### config.mk
export PLATFORM = sky130hd
export DESIGN_NAME = lpcc_ctrl
export DESIGN_NICKNAME = d
export VERILOG_FILES = /design/src/rtl/lpcc_pkg.sv /design/src/rtl/lpcc_ctrl.sv
export SDC_FILE = /design/constraint.sdc
export NUM_CORES = 1
export LEC_CHECK = 0
export BUFFER_PORTS_ARGS = -buffer_cell sky130_fd_sc_hd__buf_4
export CAP_MARGIN = 25
export CORE_AREA = 2 2 39 41
export CTS_BUF_LIST = sky130_fd_sc_hd__clkbuf_16
export CTS_CLUSTER_SIZE = 25
export DETAILED_ROUTE_END_ITERATION = 8
export DIE_AREA = 0 0 41 43
export REMOVE_ABC_BUFFERS = 1
export SYNTH_ARGS = -nofsm -noshare
export SYNTH_HDL_FRONTEND = slang
export SYNTH_SLANG_ARGS = --single-unit
### constraint.sdc
create_clock -name clk -period 1.7 [get_ports clk]
set_input_delay 0.17 -clock clk [delete_from_list [all_inputs] [get_ports clk]]
set_output_delay 0.17 -clock clk [all_outputs]
set_load 0.03 [all_outputs]
### src/rtl/lpcc_pkg.sv
// Shared types and constants for the longest-path cycle check block.
// Used by lpcc_ctrl, lpcc_dp, longest_path_cycle_check and the testbench.
`default_nettype none
package lpcc_pkg;

    localparam int MAX_VERTICES_DEF = 256;
    localparam int MAX_EDGES_DEF    = 1024;

    localparam int VERT_W   = 9;
    localparam int REWARD_W = 31;
    localparam int COST_W   = 32;
    localparam int DIST_W   = 44;
    localparam int EDGE_W   = 2 * VERT_W + COST_W;

    localparam int APB_ADDR_W = 3;
    localparam int APB_DATA_W = 32;

    localparam logic [APB_ADDR_W-1:0] ADDR_VERTEX_COUNT = 3'd0;
    localparam logic [VERT_W-1:0]     VERTEX_COUNT_RST  = 9'd256;

    localparam logic signed [DIST_W-1:0] DIST_INF   = 44'sd5000000000000;
    localparam logic signed [DIST_W-1:0] DIST_FLOOR = {1'b1, {(DIST_W-1){1'b0}}};

    typedef enum logic [3:0] {
        S_LOAD,
        S_MARK_INIT,
        S_MARK_RD,
        S_MARK_CHK,
        S_RLX_INIT,
        S_RLX_RD,
        S_RLX_EDGE,
        S_RLX_DF,
        S_RLX_DT,
        S_FIN_RD,
        S_FIN_WR
    } lpcc_state_t;

    typedef struct packed {
        logic accept;
        logic mark_init;
        logic mark_chk;
        logic pass_restart;
        logic rlx_init;
        logic rlx_edge;
        logic rlx_df;
        logic rlx_dt;
        logic next_round;
        logic set_unb;
        logic fin_rd;
        logic fin_wr;
    } lpcc_cmd_t;

    typedef struct packed {
        logic count_zero;
        logic edge_last;
        logic mark_any;
        logic rlx_unb;
        logic round_last;
        logic out_busy;
    } lpcc_status_t;

endpackage
`default_nettype wire

### src/rtl/lpcc_ctrl.sv
// Sequencer for loading, reachability marking, relaxation rounds and result.
// Depends on lpcc_pkg.
`default_nettype none
module lpcc_ctrl (
    input  wire logic                  clk,
    input  wire logic                  rst_n,
    input  wire logic                  in_valid,
    input  wire logic                  last_edge,
    output logic                       in_stall,
    input  wire lpcc_pkg::lpcc_status_t status,
    output lpcc_pkg::lpcc_cmd_t        cmd
);
    import lpcc_pkg::*;

    lpcc_state_t state_reg, state_next;

    // state register
    always_ff @(posedge clk or negedge rst_n)
    begin
        if (!rst_n)
        begin
            state_reg <= S_LOAD;
        end
        else
        begin
            state_reg <= state_next;
        end
    end

    // next state and commands
    always_comb
    begin
        state_next = state_reg;
        cmd        = '0;
        in_stall   = 1'b1;
        unique case (state_reg)
            S_LOAD:
            begin
                // a closing item waits until the previous result is taken
                in_stall   = status.out_busy && last_edge;
                cmd.accept = in_valid && !in_stall;
                if (cmd.accept && last_edge)
                begin
                    state_next = S_MARK_INIT;
                end
            end
            S_MARK_INIT:
            begin
                cmd.mark_init = 1'b1;
                state_next    = status.count_zero ? S_RLX_INIT : S_MARK_RD;
            end
            S_MARK_RD:
            begin
                state_next = S_MARK_CHK;
            end
            S_MARK_CHK:
            begin
                cmd.mark_chk = 1'b1;
                state_next   = S_MARK_RD;
                if (status.edge_last)
                begin
                    if (status.mark_any)
                    begin
                        cmd.pass_restart = 1'b1;
                    end
                    else
                    begin
                        state_next = S_RLX_INIT;
                    end
                end
            end
            S_RLX_INIT:
            begin
                cmd.rlx_init = 1'b1;
                state_next   = status.count_zero ? S_FIN_RD : S_RLX_RD;
            end
            S_RLX_RD:
            begin
                state_next = S_RLX_EDGE;
            end
            S_RLX_EDGE:
            begin
                cmd.rlx_edge = 1'b1;
                state_next   = S_RLX_DF;
            end
            S_RLX_DF:
            begin
                cmd.rlx_df = 1'b1;
                state_next = S_RLX_DT;
            end
            S_RLX_DT:
            begin
                cmd.rlx_dt = 1'b1;
                state_next = S_RLX_RD;
                if (status.rlx_unb)
                begin
                    cmd.set_unb = 1'b1;
                    state_next  = S_FIN_RD;
                end
                else if (status.edge_last)
                begin
                    if (status.round_last)
                    begin
                        state_next = S_FIN_RD;
                    end
                    else
                    begin
                        cmd.next_round = 1'b1;
                    end
                end
            end
            S_FIN_RD:
            begin
                cmd.fin_rd = 1'b1;
                state_next = S_FIN_WR;
            end
            S_FIN_WR:
            begin
                // keep the read address so the data stays valid while waiting
                cmd.fin_rd = 1'b1;
                cmd.fin_wr = !status.out_busy;
                if (!status.out_busy)
                begin
                    state_next = S_LOAD;
                end
            end
            default:
            begin
                state_next = S_LOAD;
            end
        endcase
    end

endmodule
`default_nettype wire

* Word level (Yosys, flattened, before mapping)
Index checks and enable logic that the tools add are counted.
** Storage, ports and cells
- Register bits :: 4
- Bits of input ports :: 10
** Operators by class
- Equality and inequality tests :: 12
- Multiplexer cells :: 26
- Reductions and logical operators :: 8
** Operators by type and width (number)
- one-hot mux 4 bit (11 select lines) :: 1
- 2-to-1 mux 4 bit :: 7
- == test 4 x 3 -> 1 bit (second input constant) :: 4
- 2-to-1 mux 1 bit :: 14
- == test 4 bit (second input constant) :: 3
- 2-to-1 mux 3 bit :: 3
- == test 4 x 2 -> 1 bit (second input constant) :: 2
- == test 4 x 1 -> 1 bit (second input constant) :: 1
- logical NOT 4 bit :: 1
- inequality test 2 bit (second input constant) :: 2
- logical AND 1 bit :: 3
- logical NOT 1 bit :: 2
- 2-to-1 mux 2 bit :: 1
- AND reduction 2 bit :: 1
- OR reduction 2 bit :: 1

* Longest topological paths before layout
Gate-level depths: netlist (run 1).
- Word-level depth :: 6
- Gate-level depth with buffers :: 6
- Gate-level depth less buffers :: 4

* Worst setup path before layout (run 1)
OpenSTA, ideal clock, no wires.
- Kind :: register -> output
- From :: reg state_reg[1]
- To :: out cmd[11] in the netlist's numbering
- Arrival time :: 1.521 ns
- Data required time :: 1.530 ns
- Setup slack :: 0.009 ns
- Stages on the path, launching flop included :: 6
- Buffers on the path :: 2
- Cells stage by stage :: dfrtp_1 buf_4 buf_4 nor2_1 nand3_1 nor2_1
** RTL lines
- start: declaration :: RTL line lpcc_ctrl.sv:15 : lpcc_state_t state_reg, state_next;
- start signal: assignment :: RTL line lpcc_ctrl.sv:26 : state_reg <= state_next;
- end: declaration :: RTL line lpcc_ctrl.sv:11 : output lpcc_pkg::lpcc_cmd_t cmd

==> reports/qor.yml, run 1 <==
setup_path:
  start_kind: "flip-flop"
  crit_type: "flip-flop to output port"
  cp.arrival_ns: 1.41
  worstPathRequired_ns: 1.53
  path_max_fanout: 8
  r2r_cells: 4
  end_kind: "output port"
synth:
  syn_inst: 58
  ys_seq_elements: 4
  synth.avg_cell_area_sq_um: 7.81
  yosys_warnings: 0
  ys_seq_area_share_pct: 22.1
  syn_area_sq_um: 453
  synth.distinct_cells: 28
finish:
  final_cells: 97
  final_cell_mix: "buf_4 (23), nor2_1 (7), nand2_1 (7)"
  largest_reg_flops: 4
  diodes: 0
  layout_commonest_cell: "buf_4"
  syn_to_final_growth_pct: 54.1
  layout-drive-gt1-share_pct: 43.2
  finalNetCount: 93
drt:
  vias: 489
  detail_route.iter0.violations: 4
  viasPerCell: 5.04
  firstDrtPassIters: 3
  routedWlPerCell_um: 11.4
  drt-total-wl_um: 1100
  drc: 0
  ant_nets: 0
clock_tree:
  htree_levels: 1
  postCtsSetupRepairBufs: 0
  ctsRootBufferMaster: "clkbuf_16"
  clkLatencyLatePin_ns: 0.22
  cts_max_path_buffers: 2
  cts_inserted_buffers: 3
  cts.reportedPaths.clkPinSlew_ns: 0.03
  cts_tree: "done"
  numClockSinks: 4
timing:
  drv_slew: 0
  finClkSkew_ns: 0.00193
  fin_setup_tns_ns: 0
  worstMarginPinSlew_ns: 0.337
  finalCriticalPeriod_ns: 1.58
  final-hold-violation-count: 0
  slew_headroom_pct: 77.5
  rsz0062_at_grt: "false"
  fin_crit_sh_pct: 93.0
  fmax_mhz: 632
  setup_viol: 0
run_status:
  status: "finished, final reports clean"
global_route:
  grt_pass1_wl_um: 1710
  grt_start_max_net_pins: 16
  overflow: 0
  grt_pass1_vias: 425
  antenna_found_initial: 0
  globalRouteTotalUtil_pct: 14.2
place:
  dp_cells: 93
  place_hpwl_um: 844
  portBuffers: 22
  gp_congestion: 0.726
power_and_ir_drop:
  cellLeakagePower_nw: 0.347
  pwr_density_cell_nw_per_um2: 1960
  irDropWorstVdd_mv: 0.859
  finalPower_mw: 1.37
die:
  die_h_um: 43
  initial_core_util_pct: 32.7
  die_area_sq_um: 1760
  rows: 14
  core_region_area_sq_um: 1380
  ios: 23
  die_x_um: 41
run:
  maxCapViolations: 0
hold_path:
  min_path_type: "input pin to asynchronous set/reset pin"
## worst max-delay path, stage by stage (launching register included)
cell,delay (ns)
dfrtp_1,0.46
nand2b_4,0.21
nor3_4,0.18
and3_1,0.18
buf_4,0.15
## final timing paths
| kind | slack, ns | endpoint | startpoint |
|---|---|---|---|
| min reg2reg | 0.62 | state_reg[0] | state_reg[0] |
| min in group clk | 0.28 | state_reg[1] | status[5] |
| max reg2reg | 0.43 | state_reg[3] | state_reg[3] |
| max in group asynchronous | 1.32 | state_reg[0] | rst_n |
| max | 0.12 | cmd[3] | state_reg[2] |
| min | 0.28 | state_reg[1] | rst_n |
## synthesized netlist by cell type
cell / number / area (sq um)
nor3_4: 1 / 16.3
dfrtp_1: 4 / 100
and2b_1: 1 / 7.51
buf_4: 3 / 22.5
and2_1: 1 / 6.26
inv_1: 2 / 7.51
nor2_2: 1 / 6.26
buf_6: 1 / 11.3
mux2i_1: 2 / 20.0
nand2b_2: 1 / 8.76
nor3_2: 1 / 10.0
o31ai_1: 1 / 7.51
o21ai_1: 1 / 5.00
o21ai_0: 1 / 5.00
nand3b_1: 2 / 15.0
o32a_1: 1 / 10.0
o211ai_1: 1 / 7.51
nor3_1: 4 / 20.0
nand2_1: 7 / 26.3
and3_1: 2 / 12.5
a22oi_1: 1 / 7.51
o32ai_2: 1 / 16.3
nand2b_4: 2 / 27.5
nand2_2: 1 / 6.26
nor2_1: 7 / 26.3
nand3_1: 1 / 5.00
nand2b_1: 3 / 18.8
a21oi_1: 4 / 20.0
## through the flow
stage / area [sq um] / hold WS, ns / setup slack [ns] / utilization [%]
after floorplan: 419 / -0.126 / -0.117 / -
after global placement: 612 / -0.0339 / 0.277 / 44.2
after detailed placement: 612 / -0.0340 / 0.243 / 44.2
after CTS: 698 / 0.273 / 0.108 / 50.5
after global routing: 698 / 0.291 / 0.0244 / 50.5
final: 698 / 0.277 / 0.118 / 50.5
## metal layers
layer	track usage, %	share of wire (%)
met3	1.57	5.1
met4	10.0	2.5
met1	20.1	47
met2	19.1	45
met5	0	0
## power by group
| group | switching, mW | total [mW] | leakage (nW) | internal, mW |
|---|---|---|---|---|
| combinational | 0.426 | 0.734 | 0.261 | 0.308 |
| clock | 0.0657 | 0.366 | 0.0370 | 0.300 |
| sequential | 0.122 | 0.267 | 0.0490 | 0.145 |
| total | 0.614 | 1.37 | 0.347 | 0.753 |
## cell type report
type                    instances  area [sq um]
clock buffers                   3          75.1
well taps                      16          20.0
multi-input cells              48           312
inverters                       2          7.51
flip-flops and latches          4           101
repair buffers                 24           183
fillers                       135           686
## logic make-up (layout without fill, tap and decap cells)
logic type	count (synthesis)	count (layout)	synth area share [%]
AO/OA/AOI/OAI	11	11	17.4
buffers and inverters	6	29	9.12
flip-flops	4	4	22.1
multiplexers	2	2	4.42
AND/OR/NAND/NOR	35	35	47.0
## timing repair
action / 4_1_cts / 5_1_grt
gates resized for setup: 1 / 0
endpoints found under the hold margin: 4 / 0
endpoints found under the setup margin: 1 / 0
hold buffers: 1 / 0
Power figures use the tool's default switching activity.
==> run 2: changes to the inputs <==
--- a/config.mk
+++ b/config.mk
@@ -5,6 +5,7 @@
 export SDC_FILE = /design/constraint.sdc
 export NUM_CORES = 1
 export LEC_CHECK = 0
+export ABC_AREA = 1
 export BUFFER_PORTS_ARGS = -buffer_cell sky130_fd_sc_hd__buf_4
 export CAP_MARGIN = 25
 export CORE_AREA = 2 2 39 41
==> run 2 against run 1 <==
- non-clock buffer count shrank 1
- combinational power is essentially flat
- total power decreased by 4.4%
- register-to-register slack better by 0.11 ns
- sequential share of layout area rose by 0.16 points
- clock power about the same
- largest power group unchanged
- final area shrank 2.3%
==> reports/qor.yml, run 2 <==
global_route:
  overflow: 0
  antenna_found_initial: 0
  grt_start_max_net_pins: 7
  grt_pass1_wl_um: 1780
  grt_pass1_vias: 437
  globalRouteTotalUtil_pct: 15.5
hold_path:
  hp-start: "status[5]"
  min_to: "state_reg[3]"
  min_path_type: "input pin to flip-flop"
  hold_depth: 3
place:
  preCtsSetupSlack_ns: 0.417
  place_hpwl_um: 938
  portBuffers: 22
  gp_congestion: 0.820
timing:
  setup_viol: 0
  drv_slew: 0
  fmax_mhz: 655
  setup_ws_ns: 0.173
  whs_ns: 0.212
  rsz0062_at_grt: "false"
  final-hold-violation-count: 0
  slew_headroom_pct: 84.2
  fin_crit_sh_pct: 89.8
  worstMarginPinSlew_ns: 0.235
  finClkSkew_ns: 0.00202
  finalCriticalPeriod_ns: 1.53
drt:
  viasPerCell: 4.58
  vias: 531
  firstDrtPassIters: 4
  routedWlPerCell_um: 9.76
  drt-total-wl_um: 1130
  detail_route.iter0.violations: 6
  ant_nets: 0
  drc: 0
finish:
  finalNetCount: 112
  nFillCells: 144
  diodes: 0
  final_util_pct: 49.3
  layout_commonest_cell: "buf_4"
  syn_to_final_growth_pct: 65.7
  layout-drive-gt1-share_pct: 40.0
  final_cell_mix: "buf_4 (22), nand2_1 (21), inv_1 (11)"
  largest_reg_flops: 4
setup_path:
  ff2ff_setup_slack_ns: 0.54
  r2r_end: "state_reg[0]"
  start_kind: "flip-flop"
  worstPathRequired_ns: 1.53
  r2r_cells: 6
  critPathLaunch: "state_reg[0]"
  end_kind: "output port"
  path_max_fanout: 6
  crit_type: "flip-flop to output port"
  r2r_start: "state_reg[0]"
  cp.arrival_ns: 1.36
die:
  ios: 23
  initial_core_util_pct: 29.7
  die_x_um: 41
  core_region_area_sq_um: 1380
  die_h_um: 43
  rows: 14
  die_area_sq_um: 1760
synth:
  yosys_warnings: 0
  yosysTopAreaCell: "dfrtp_1"
  ys_seq_elements: 4
  ys_seq_area_share_pct: 24.3
  synth_top_area_share_pct: 24.3
  yosys_most_used_dff: "dfrtp_1"
  synthMostInstantiatedCell: "nand2_1"
  syn_area_sq_um: 412
  async_flop_share_pct: 100
  synth.avg_cell_area_sq_um: 5.56
  synth-edff-count: 0
  syn_inst: 74
  synthTopCellsByArea: "dfrtp_1 (24%), nand2_1 (19%), nor2_2 (11%), inv_1 (10%), nor2_1 (9.1%)"
  ys_top_cells_by_count: "nand2_1 (21), inv_1 (11), nor2_1 (10)"
  synth.distinct_cells: 13
power_and_ir_drop:
  pwr_density_cell_nw_per_um2: 1920
  irDropWorstVdd_mv: 1.17
  cellLeakagePower_nw: 0.394
clock_tree:
  ctsRootBufferMaster: "clkbuf_16"
  numClockSinks: 4
  htree_levels: 1
  cts_tree: "done"
  cts_resized: 0
  cts_max_path_buffers: 2
  clkLatencyLatePin_ns: 0.22
  cts.reportedPaths.clkPinSlew_ns: 0.03
  cts_inserted_buffers: 3
run:
  maxCapViolations: 0
run_status:
  status: "finished, final reports clean"
==> run 2: changes by cell type after synthesis, sizes merged, moves of 5 or more <==
cell    previous run  this run
nor3               6         0
nand2b             6         0
nor2               8        18
nand3              1         6
nand2              8        21
inv                2        18
==> run 2: metrics by stage <==
step                TNS, ns  power, mW  std cells  instance area [sq um]
CTS                       0       1.32        116                    682
global placement          0      0.951        112                    597
floorplan           -0.0635      0.726         74                    412
detailed placement        0      0.947        112                    597
global route              0       1.40        116                    682
finish                    0       1.31        116                    682
==> run 2: report_power, final <==
part           leakage, nW  switching [mW]  internal, mW  total [mW]
registers           0.0507          0.0702         0.143       0.214
logic                0.306           0.482         0.249       0.731
clock network       0.0370          0.0626         0.300       0.363
total                0.394           0.614         0.693        1.31
==> run 2: layout make-up <==
cell class | instances | area, sq um | area share (%)
sequential | 4 | 100 | 14.7
tap | 16 | 20.0 | 2.94
timing repair buffer | 23 | 175 | 25.7
clock buffer | 3 | 75.1 | 11.0
multi-input combinational | 52 | 244 | 35.8
inverter | 18 | 67.6 | 9.91
==> run 2: critical path, cell delays in order, from the launching register on <==
cell	delay, ns
dfrtp_1	0.44
nor2_1	0.16
inv_1	0.08
nor2_2	0.12
nand2_1	0.08
nor2_1	0.09
buf_4	0.16
==> run 2: worst max path at each step <==
stage                         end  cells after the start
after floorplan            cmd[3]                      3
after global placement    cmd[11]                      6
after detailed placement  cmd[11]                      6
after CTS                 cmd[11]                      6
after global routing       cmd[8]                      4
final                     cmd[11]                      6
==> run 2: cells by family (layout without fill, tap and decap cells) <==
| family | Yosys count | count (layout) | share of synthesized area, % |
|---|---|---|---|
| compound gates | 3 | 3 | 4.25 |
| simple gates | 49 | 49 | 55.0 |
| flops | 4 | 4 | 24.3 |
| buf+inv | 18 | 44 | 16.4 |
==> run 2: per-layer routing <==
layer / global-route usage (%) / vias to the layer above / part of all wire, %
li1: - / 277 / -
met1: 20.6 / 227 / 40
met2: 20.9 / 23 / 49
met3: 6.28 / 4 / 8.1
met4: 8.00 / 0 / 2.2
met5: 0 / - / 0
==> run 2: timing repair <==
action	in CTS	in global routing
hold buffers	1	0
buffers inserted	0	0
endpoints found under the hold margin	4	0
